`config.mk`:
```
export PLATFORM = sky130hd
export DESIGN_NAME = mdhf_pos
export DESIGN_NICKNAME = d
export VERILOG_FILES = /design/src/hdl/mdhf_pkg.sv /design/src/hdl/mdhf_pos.sv
export SDC_FILE = /design/constraint.sdc
export NUM_CORES = 1
export LEC_CHECK = 0
export ABC_CLOCK_PERIOD_IN_PS = 5500
export BUFFER_PORTS_ARGS = -buffer_cell sky130_fd_sc_hd__buf_2
export CORE_MARGIN = 4
export CORE_UTILIZATION = 23
export DETAILED_ROUTE_END_ITERATION = 8
export SLEW_MARGIN = 20
export SYNTH_ARGS = -nofsm -noshare
export SYNTH_HDL_FRONTEND = slang
export SYNTH_SLANG_ARGS = --single-unit
```
`constraint.sdc`:
```
create_clock -name i_clk -period 5.5 [get_ports i_clk]
set_clock_uncertainty 0.05 [all_clocks]
set_input_delay 0.275 -clock i_clk [delete_from_list [all_inputs] [get_ports i_clk]]
set_output_delay 0.275 -clock i_clk [all_outputs]
set_load 0.02 [all_outputs]
```
`src/hdl/mdhf_pkg.sv`:
```
// Package for the masked depth hole fill block: types, codes and defaults.
package mdhf_pkg;

    localparam int MAX_WIDTH_DEF  = 1024;
    localparam int MAX_HEIGHT_DEF = 1024;

    localparam int DEPTH_W   = 16;
    localparam int MASK_W    = 8;
    localparam int CFG_W     = 11;
    localparam int CFG_IDX_W = 2;

    localparam logic [MASK_W-1:0] MASK_THRESH = 8'd128;

    localparam logic [CFG_W-1:0] WIDTH_RST  = 11'd640;
    localparam logic [CFG_W-1:0] HEIGHT_RST = 11'd480;

    localparam logic [CFG_IDX_W-1:0] REG_FRAME_WIDTH  = 2'd0;
    localparam logic [CFG_IDX_W-1:0] REG_FRAME_HEIGHT = 2'd1;

    typedef struct packed {
        logic [DEPTH_W-1:0] depth_in;
        logic [MASK_W-1:0]  mask_level;
    } t_in;

    typedef struct packed {
        logic [DEPTH_W-1:0] depth_out;
        logic               frame_last;
    } t_out;

    // Position flags for the pixel being transferred in.
    typedef struct packed {
        logic inner;
        logic frame_last;
    } t_pos_flags;

endpackage

```
`src/hdl/mdhf_pos.sv`:
```
// Frame geometry registers and raster position counters.
module mdhf_pos #(
    parameter int MAX_WIDTH  = mdhf_pkg::MAX_WIDTH_DEF,
    parameter int MAX_HEIGHT = mdhf_pkg::MAX_HEIGHT_DEF,
    parameter int CLW        = $clog2(mdhf_pkg::MAX_WIDTH_DEF),
    parameter int RLW        = $clog2(mdhf_pkg::MAX_HEIGHT_DEF)
) (
    input  logic                           i_clk,
    input  logic                           i_rst_n,
    input  logic                           i_cfg_we,
    input  logic [mdhf_pkg::CFG_IDX_W-1:0] i_cfg_idx,
    input  logic [mdhf_pkg::CFG_W-1:0]     i_cfg_data,
    input  logic                           i_advance,
    output logic [CLW-1:0]                 o_col,
    output mdhf_pkg::t_pos_flags           o_flags
);
    import mdhf_pkg::*;

    localparam int WDW = $clog2(MAX_WIDTH + 1);
    localparam int HDW = $clog2(MAX_HEIGHT + 1);
    localparam int WCW = (WDW > CFG_W) ? WDW : CFG_W;
    localparam int HCW = (HDW > CFG_W) ? HDW : CFG_W;

    logic [CFG_W-1:0] r_width, r_height;
    logic [CLW-1:0]   r_col, n_col;
    logic [RLW-1:0]   r_row, n_row;

    logic [WCW-1:0] width_ext, width_use, width_lim;
    logic [HCW-1:0] height_ext, height_use, height_lim;
    logic           row_end, frame_end;

    always_ff @(posedge i_clk) begin
        if (!i_rst_n) begin
            r_width  <= WIDTH_RST;
            r_height <= HEIGHT_RST;
        end else if (i_cfg_we) begin
            unique case (i_cfg_idx)
                REG_FRAME_WIDTH:  r_width  <= i_cfg_data;
                REG_FRAME_HEIGHT: r_height <= i_cfg_data;
                default: ;
            endcase
        end
    end

    // Clamp geometry to the supported range.
    always_comb begin
        width_ext  = WCW'(r_width);
        height_ext = HCW'(r_height);
        priority if (width_ext < WCW'(2))               width_use = WCW'(2);
        else if (width_ext > WCW'(MAX_WIDTH))           width_use = WCW'(MAX_WIDTH);
        else                                            width_use = width_ext;
        priority if (height_ext < HCW'(2))              height_use = HCW'(2);
        else if (height_ext > HCW'(MAX_HEIGHT))         height_use = HCW'(MAX_HEIGHT);
        else                                            height_use = height_ext;
        width_lim  = width_use - WCW'(1);
        height_lim = height_use - HCW'(1);
        row_end    = WCW'(r_col) >= width_lim;
        frame_end  = row_end && (HCW'(r_row) >= height_lim);
    end

    always_comb begin
        n_col = r_col;
        n_row = r_row;
        if (i_advance) begin
            if (row_end) begin
                n_col = '0;
                n_row = frame_end ? '0 : r_row + RLW'(1);
            end else begin
                n_col = r_col + CLW'(1);
            end
        end
    end

    always_ff @(posedge i_clk) begin
        if (!i_rst_n) begin
            r_col <= '0;
            r_row <= '0;
        end else begin
            r_col <= n_col;
            r_row <= n_row;
        end
    end

    assign o_col              = r_col;
    assign o_flags.inner      = (r_row != '0) && (r_col != '0);
    assign o_flags.frame_last = frame_end;

endmodule

```
# Word level (Yosys, flattened, before mapping)
# Index checks and enable logic that the tools add are counted.
word_totals:
  reg_bits: 42
  out_inout_bits: 12
op_classes:
  add_sub_neg: 4
  order_cmp: 6
  eq_ne: 1
  n_mux: 6
  reduce_logical: 8
op_table:
  columns: ["op", "count"]
  rows:
  - ["$mux 11", 4]
  - ["$ge 10x11->1", 2]
  - ["$gt 11x11->1 const B", 2]
  - ["$lt 11x2->1 const B", 2]
  - ["$sub 11x1->11 const B", 2]
  - ["$add 10x1->10 const B", 2]
  - ["$mux 10", 2]
  - ["$reduce_bool 10->1", 2]
  - ["$reduce_and 2->1", 3]
  - ["$eq 2x1->1 const B", 1]
  - ["$logic_and 1x1->1", 2]
  - ["$logic_not 2->1", 1]

# Depth between registers and ports, before layout
# Gate-level depths: netlist of run 1.
depth:
  word_depth: 7
  mapped_depth: 16
  mapped_depth_nobuf: 15

# Worst setup path after synthesis of run 1
# No wires, ideal clock.
synth_timing:
  path_type: "flip-flop to output port"
  startpoint: "register r_height[2] (netlist: height_ext[2])"
  endpoint: "output port o_flags[0] (netlist bit)"
  t_arrival_ns: 3.706
  setup_slack_ns: 1.469
  path_stages_with_launch: 16
  path_buffers: 3
  path_cell_list: "dfxtp_1 > or4_4 > or4_4 > buf_6 > nand3_1 > ha_1 > clkbuf_1 > or4b_1 > a32oi_1 > ha_1 > a21o_1 > a211oi_1 > o221ai_1 > o2111ai_1 > nor2_1 > buf_4"
synth_between:
  elab_chain_cells: 6
  elab_cells_between_ends: 7
synth_rtl:
  columns: ["item", "line_no", "text"]
  rows:
  - ["start, declared", "mdhf_pos.sv:24", "logic [CFG_W-1:0] r_width, r_height;"]
  - ["start signal, assigned", "mdhf_pos.sv:39", "REG_FRAME_HEIGHT: r_height <= i_cfg_data;"]
  - ["$gt 11x11->1", "mdhf_pos.sv:53", "else if (height_ext > HCW'(MAX_HEIGHT)) height_use = HCW'(MAX_HEIGHT);"]
  - ["$mux 11", "mdhf_pos.sv:53", null]
  - ["$mux 11 *", "mdhf_pos.sv:52", "priority if (height_ext < HCW'(2)) height_use = HCW'(2);"]
  - ["$sub 11x1->11 *", "mdhf_pos.sv:56", "height_lim = height_use - HCW'(1);"]
  - ["$ge 10x11->1 *", "mdhf_pos.sv:58", "frame_end = row_end && (HCW'(r_row) >= height_lim);"]
  - ["$logic_and 1x1->1 *", "mdhf_pos.sv:58", null]
  - ["end, declared", "mdhf_pos.sv:15", "output mdhf_pkg::t_pos_flags o_flags"]
# Every way passes the cells marked *; elsewhere a longest branch is shown, timed or not.

==> flow_metrics.env, run 1 <==
export IMPL_numCtsBuffers=5
export IMPL_ctsResizeCount=0
export IMPL_path_depth=12
export IMPL_hold_viol_final=0
export IMPL_reg2reg_to="o_col[6]$_SDFFE_PN0P_"
export IMPL_overflow=0
export IMPL_path_clk_slew_ns=0.05
export IMPL_synth_area_um2=2780
export IMPL_track_usage=0.0934
export IMPL_vdd_drop_max_mv=0.105
export IMPL_max_freq_ghz=0.211
export IMPL_cts_root_buf="clkbuf_16"
export IMPL_yosys_warnings=0
export IMPL_async_flop_share=0
export IMPL_multi_input_area_um2=1830
export IMPL_routedWlPerCell_um=12.8
export IMPL_initial_core_util=0.239
export IMPL_area_delta_synth_final_pct=15.1
export IMPL_cts_hold_buf=0
export IMPL_cp_endpoint="o_flags[0]"
export IMPL_ys_ff_latch=42
export IMPL_dp_hpwl_mm=5.14
export IMPL_grt_pass1_wl_mm=11.0
export IMPL_drc=0
export IMPL_synth_ff_type="dfxtp_1"
export IMPL_synth_compound_area_frac=0.198
export IMPL_synth_top_family_by_area="simple AND/OR/NAND/NOR gates"
export IMPL_synthTopCellsByArea="dfxtp_1 (30%), ha_1 (12%), nand2_1 (8.5%), nor2_1 (4.9%), xnor2_1 (4.7%)"
export IMPL_io_pins=29
export IMPL_drt_iter0_drc=86
export IMPL_netlist_area_leader_share=0.303
export IMPL_rsz0062_at_grt="false"
export IMPL_slowest_stage="a2111oi_2"
export IMPL_crit_start="r_width[5]$_SDFFE_PN0P_"
export IMPL_drv_cap=0
export IMPL_reg2reg_from="r_width[5]$_SDFFE_PN0P_"
export IMPL_cts_setup_buffers=0
export IMPL_worst_slew_pin_slew_ns=1.00
export IMPL_setup_tns_ns=0
export IMPL_status="completed"
export IMPL_die_y_um=118
export IMPL_fin_nets=414
export IMPL_grt_max_degree=31
export IMPL_hold_depth=3
export IMPL_core_area_um2=11600
export IMPL_final_layout_size_suffix_gt1_frac=0.116
export IMPL_cts_max_level=2
export IMPL_finalCritPeriodShare=0.860
export IMPL_p_leak_uw=0.00131
export IMPL_grt_pass1_vias=2310
export IMPL_path_cells="nor4_1 -> nand2_1 -> o311ai_0 -> ha_1 -> o21ai_0 -> xnor2_1 -> ha_1 -> a21o_1 -> a2111oi_2 -> a21o_1 -> nor2_1 -> buf_2"
export IMPL_reg2reg_slack_ns=1.06
export IMPL_vias=2484
export IMPL_yosysMostFrequentCell="nand2_1"
export IMPL_syn_inst=351
export IMPL_antenna_found_initial=0
export IMPL_synth_xor_area_frac=0.0694
export IMPL_viasPerCell=4.83
export IMPL_drv_slew=0
export IMPL_placed_cells=507
export IMPL_num_rows=39
export IMPL_synth_distinct_cells=54
export IMPL_io_buffers=28
export IMPL_synth_edf_count=0
export IMPL_die_x_um=118
export IMPL_cts_tree="built"
export IMPL_cts_sinks=42
export IMPL_critPathBufInv=1
export IMPL_synth_fa_ha_area_frac=0.117
export IMPL_critPathLaunchType="flop"
export IMPL_slew_headroom=0.331
export IMPL_fin_crit_ns=4.73
export IMPL_cpLargestDelayFamily="compound AO/OA/AOI/OAI gates"
export IMPL_synth_mux_area_fraction=0.00361
export IMPL_criticalPathCategory="reg2out"
export IMPL_syn_avg_cell_area_um2=7.91
export IMPL_clk_path_buf_depth=2
export IMPL_netlist_top_cell_by_area="dfxtp_1"
export IMPL_end_kind="output pin"
export IMPL_drt_pass1_iterations=4
export IMPL_max_stage_delay_ns=0.79
export IMPL_fillers=1273
export IMPL_required_ns=5.18
export IMPL_ff2ff_path_depth=12
export IMPL_synthSimpleGateAreaFrac=0.271
export IMPL_syn_nets=394
export IMPL_critPathArrivalTime_ns=4.40
export IMPL_instances_no_fill=514
export IMPL_seq_area_frac_synth=0.303
export IMPL_gp_congestion=0.835
export IMPL_die_area_um2=13900
export IMPL_seqCellArea_um2=841
export IMPL_hold_path_class="in2reg"
export IMPL_num_antenna_cells=0
export IMPL_antenna_left=0
export IMPL_critPathMaxFanout=9
export IMPL_clk_latency_ns=0.28
export IMPL_setup_violations=0
export IMPL_drt_total_wl_mm=6.56
export IMPL_power_density_nw_per_um2=237
export IMPL_yosys_top_cells_count="nand2_1 (63), dfxtp_1 (42), nor2_1 (36)"
placed cells by master, fill, tap and decap left out, types with 9 or more instances in the layout:
| cell | count |
|---|---|
| nand2_1 | 63 |
| dfxtp_1 | 42 |
| nor2_1 | 36 |
| buf_2 | 28 |
| ha_1 | 26 |
| nand3_1 | 17 |
| a21boi_0 | 16 |
| xnor2_1 | 15 |
| a21oi_1 | 11 |
| inv_1 | 10 |
| a211oi_1 | 9 |
metrics by stage:
step	hold slack (ns)	total power [uW]	setup WS (ns)	utilization	instance area [um^2]
2_1_floorplan	0.349	397	1.47	-	2780
3_3_place_gp	0.437	422	1.31	0.261	3030
3_5_place_dp	0.449	425	1.09	0.261	3030
4_1_cts	0.176	763	0.771	0.275	3200
5_1_grt	0.191	790	0.460	0.275	3200
6_report	0.179	758	0.772	0.275	3200
logic make-up (layout without fill, tap and decap cells):
kind of cell / count (synthesis) / after routing
AND/OR/NAND/NOR: 159 / 159
AO/OA/AOI/OAI: 76 / 76
flip-flops: 42 / 42
XOR/XNOR: 22 / 22
multiplexers: 1 / 1
buffers and inverters: 25 / 45
adder cells (fa/ha/maj): 26 / 26
registers in the layout, summed over array words and instances (netlist names):
name        flops
o_col          10
height_ext     11
r_width        11
r_row          10
where the power goes:
part / switching [uW] / leakage (uW) / internal (uW)
combinational: 53.4 / 0.000887 / 41.1
clock: 115 / 0.0000829 / 224
sequential: 12.1 / 0.000341 / 312
total: 181 / 0.00131 / 577
worst min path at each step:
stage	end	slack (ns)	startpoint
6_report	r_width[7]$_SDFFE_PN1P_	0.18	i_cfg_data[7]
5_1_grt	r_width[9]$_SDFFE_PN1P_	0.19	i_cfg_data[9]
4_1_cts	r_width[7]$_SDFFE_PN1P_	0.18	i_cfg_data[7]
3_5_place_dp	r_width[1]$_SDFFE_PN0P_	0.45	r_width[1]$_SDFFE_PN0P_
3_3_place_gp	r_width[0]$_SDFFE_PN0P_	0.44	r_width[0]$_SDFFE_PN0P_
2_1_floorplan	height_ext[5]$_SDFFE_PN1P_	0.35	i_cfg_data[5]
final cells by class:
type,count,area share
multi-input cells,284,0.573
flip-flops and latches,42,0.263
well taps,143,0.0560
repair buffers,28,0.0438
clock buffers,6,0.0434
inverters,10,0.0117
clock inverters,1,0.00939
worst register-to-register path, delay by kind of cell (launching register included):
family / cells / cell delay, ns
AO/OA/AOI/OAI: 6 / 2.21
XOR/XNOR: 1 / 0.25
adder cells (fa/ha/maj): 2 / 0.63
flip-flops: 1 / 0.35
AND/OR/NAND/NOR: 3 / 0.90
metal layers:
layer  track usage  share of wire  wire (um)  vias up
met4        0.0220         0.0078         51        0
met3        0.0173          0.030        200        5
met5             0              0          0        -
met1         0.123           0.50       3250     1143
met2         0.159           0.47       3060       39
li1              -              -          -     1297
(Power assumes the default switching activity.)
==> run 2: changes to the inputs <==
--- a/config.mk
+++ b/config.mk
@@ -5,7 +5,7 @@
 export SDC_FILE = /design/constraint.sdc
 export NUM_CORES = 1
 export LEC_CHECK = 0
-export ABC_CLOCK_PERIOD_IN_PS = 5500
+export ABC_CLOCK_PERIOD_IN_PS = 4300
 export BUFFER_PORTS_ARGS = -buffer_cell sky130_fd_sc_hd__buf_2
 export CORE_MARGIN = 4
 export CORE_UTILIZATION = 23
==> constraint.sdc (replaced) <==
create_clock -name i_clk -period 4.3 [get_ports i_clk]
set_clock_uncertainty 0.05 [all_clocks]
set_input_delay 0.215 -clock i_clk [delete_from_list [all_inputs] [get_ports i_clk]]
set_output_delay 0.215 -clock i_clk [all_outputs]
set_load 0.02 [all_outputs]
==> flow_metrics.env, run 2 (synthesis gave the netlist of run 1 again) <==
export IMPL_clk_latency_ns=0.29
export IMPL_drc=0
export IMPL_drt_iter0_drc=67
export IMPL_drt_pass1_iterations=4
export IMPL_cts_max_level=2
export IMPL_highest_layer="met4"
export IMPL_io_buffers=28
export IMPL_end_kind="output pin"
export IMPL_met1Wirelength_mm=3.42
export IMPL_critPathMaxFanout=6
export IMPL_viasPerCell=4.78
export IMPL_drt_total_wl_mm=6.82
export IMPL_fin_nets=421
export IMPL_num_rows=39
export IMPL_final_layout_size_suffix_gt1_frac=0.158
export IMPL_critPathArrivalTime_ns=3.88
export IMPL_die_x_um=118
export IMPL_wl_met2_mm=3.15
export IMPL_dp_hpwl_mm=5.14
export IMPL_p_leak_uw=0.00133
export IMPL_numCtsBuffers=5
export IMPL_initial_core_util=0.239
export IMPL_overflow=0
export IMPL_antenna_left=0
export IMPL_hold_path_class="in2reg"
export IMPL_grt_max_degree=31
export IMPL_power_density_nw_per_um2=282
export IMPL_final_common_cell="nand2_1"
export IMPL_core_area_um2=11600
export IMPL_die_area_um2=13900
export IMPL_cts_tree="built"
export IMPL_vias=2494
export IMPL_grt_pass1_wl_mm=11.4
export IMPL_path_cells="or4_4 -> or4_4 -> nand3_1 -> ha_1 -> or4b_1 -> a32oi_2 -> ha_1 -> a21o_1 -> a211oi_2 -> o221ai_1 -> o2111ai_2 -> nor2_1 -> buf_2"
export IMPL_hold_viol_final=0
export IMPL_cts_root_buf="clkbuf_16"
export IMPL_slowest_stage="or4_4"
export IMPL_antenna_found_initial=0
export IMPL_met3WireLength_um=206
export IMPL_num_antenna_cells=0
export IMPL_path_clk_slew_ns=0.07
export IMPL_cts_sinks=42
export IMPL_vdd_drop_max_mv=0.160
export IMPL_rsz0062_at_grt="false"
export IMPL_required_ns=4.03
export IMPL_gp_congestion=0.895
export IMPL_grt_pass1_vias=2364
export IMPL_hold_ws_ns=0.101
export IMPL_critPathLaunchType="flop"
export IMPL_cts_hold_buf=0
export IMPL_fin_crit_ns=4.14
export IMPL_criticalPathCategory="reg2out"
export IMPL_die_y_um=118
export IMPL_setup_violations=0
export IMPL_slew_headroom=0.345
export IMPL_layout_common_cells="nand2_1 (63), dfxtp_1 (40), nor2_1 (36)"
export IMPL_area_delta_synth_final_pct=17.7
export IMPL_track_usage=0.0979
export IMPL_setup_tns_ns=0
export IMPL_status="completed"
export IMPL_max_freq_ghz=0.241
export IMPL_routedWlPerCell_um=13.1
export IMPL_finalCritPeriodShare=0.964
export IMPL_max_stage_delay_ns=0.55
export IMPL_worst_slew_pin_slew_ns=0.981
export IMPL_io_pins=29
export IMPL_drv_cap=0
export IMPL_drv_slew=0
export IMPL_clk_path_buf_depth=2
==> run 2: final timing paths <==
path	end	depth (start not counted)	start	slack, ns
max	o_flags[0]	13	height_ext[5]$_SDFFE_PN1P_	0.16
min	height_ext[5]$_SDFFE_PN1P_	3	i_cfg_data[5]	0.10
max reg2reg	r_row[8]$_SDFFE_PN0P_	14	height_ext[5]$_SDFFE_PN1P_	0.46
min reg2reg	r_width[0]$_SDFFE_PN0P_	2	r_width[0]$_SDFFE_PN0P_	0.45
==> run 2: what timing repair did <==
action                     in CTS  in global routing
gates resized for setup         1                  9
pin swaps                       0                  3
setup endpoints to repair       1                 13
buffers inserted                0                  3
==> run 2: layout make-up <==
| class | instances | area [um^2] |
|---|---|---|
| sequential | 42 | 843 |
| tap | 143 | 179 |
| timing repair buffer | 35 | 193 |
| clock inverter | 3 | 23.8 |
| multi-input combinational | 284 | 1870 |
| fill | 1281 | 8350 |
| inverter | 10 | 37.5 |
| clock buffer | 5 | 125 |
==> run 2: layer usage <==
metal / vias to the layer above / GRT usage
li1: 1312 / -
met1: 1137 / 0.134
met2: 41 / 0.158
met3: 4 / 0.0183
met4: 0 / 0.0264
met5: - / 0
==> run 2: power by group <==
part | internal (uW) | switching [uW]
logic | 55.9 | 70.3
clock network | 217 | 164
registers | 399 | 16.3
total | 672 | 250
==> run 2: critical path, delay by kind of cell, from the launching register on <==
family	cells	cell delay, ns
AOI/OAI and AO/OA	5	0.89
buffers and inverters	1	0.17
and+or+nand+nor	5	1.74
adders and majority gates	2	0.43
DFF	1	0.35
==> run 2: metrics by stage <==
| step | instance area, um^2 | util | total power, uW | setup WS [ns] | std cells |
|---|---|---|---|---|---|
| 2_1_floorplan | 2780 | - | 508 | 0.329 | 351 |
| 3_3_place_gp | 3060 | 0.263 | 544 | 0.435 | 511 |
| 3_5_place_dp | 3060 | 0.263 | 546 | 0.333 | 511 |
| 4_1_cts | 3210 | 0.276 | 929 | 0.0485 | 519 |
| 5_1_grt | 3270 | 0.281 | 971 | 0.00328 | 522 |
| 6_report | 3270 | 0.281 | 922 | 0.157 | 522 |
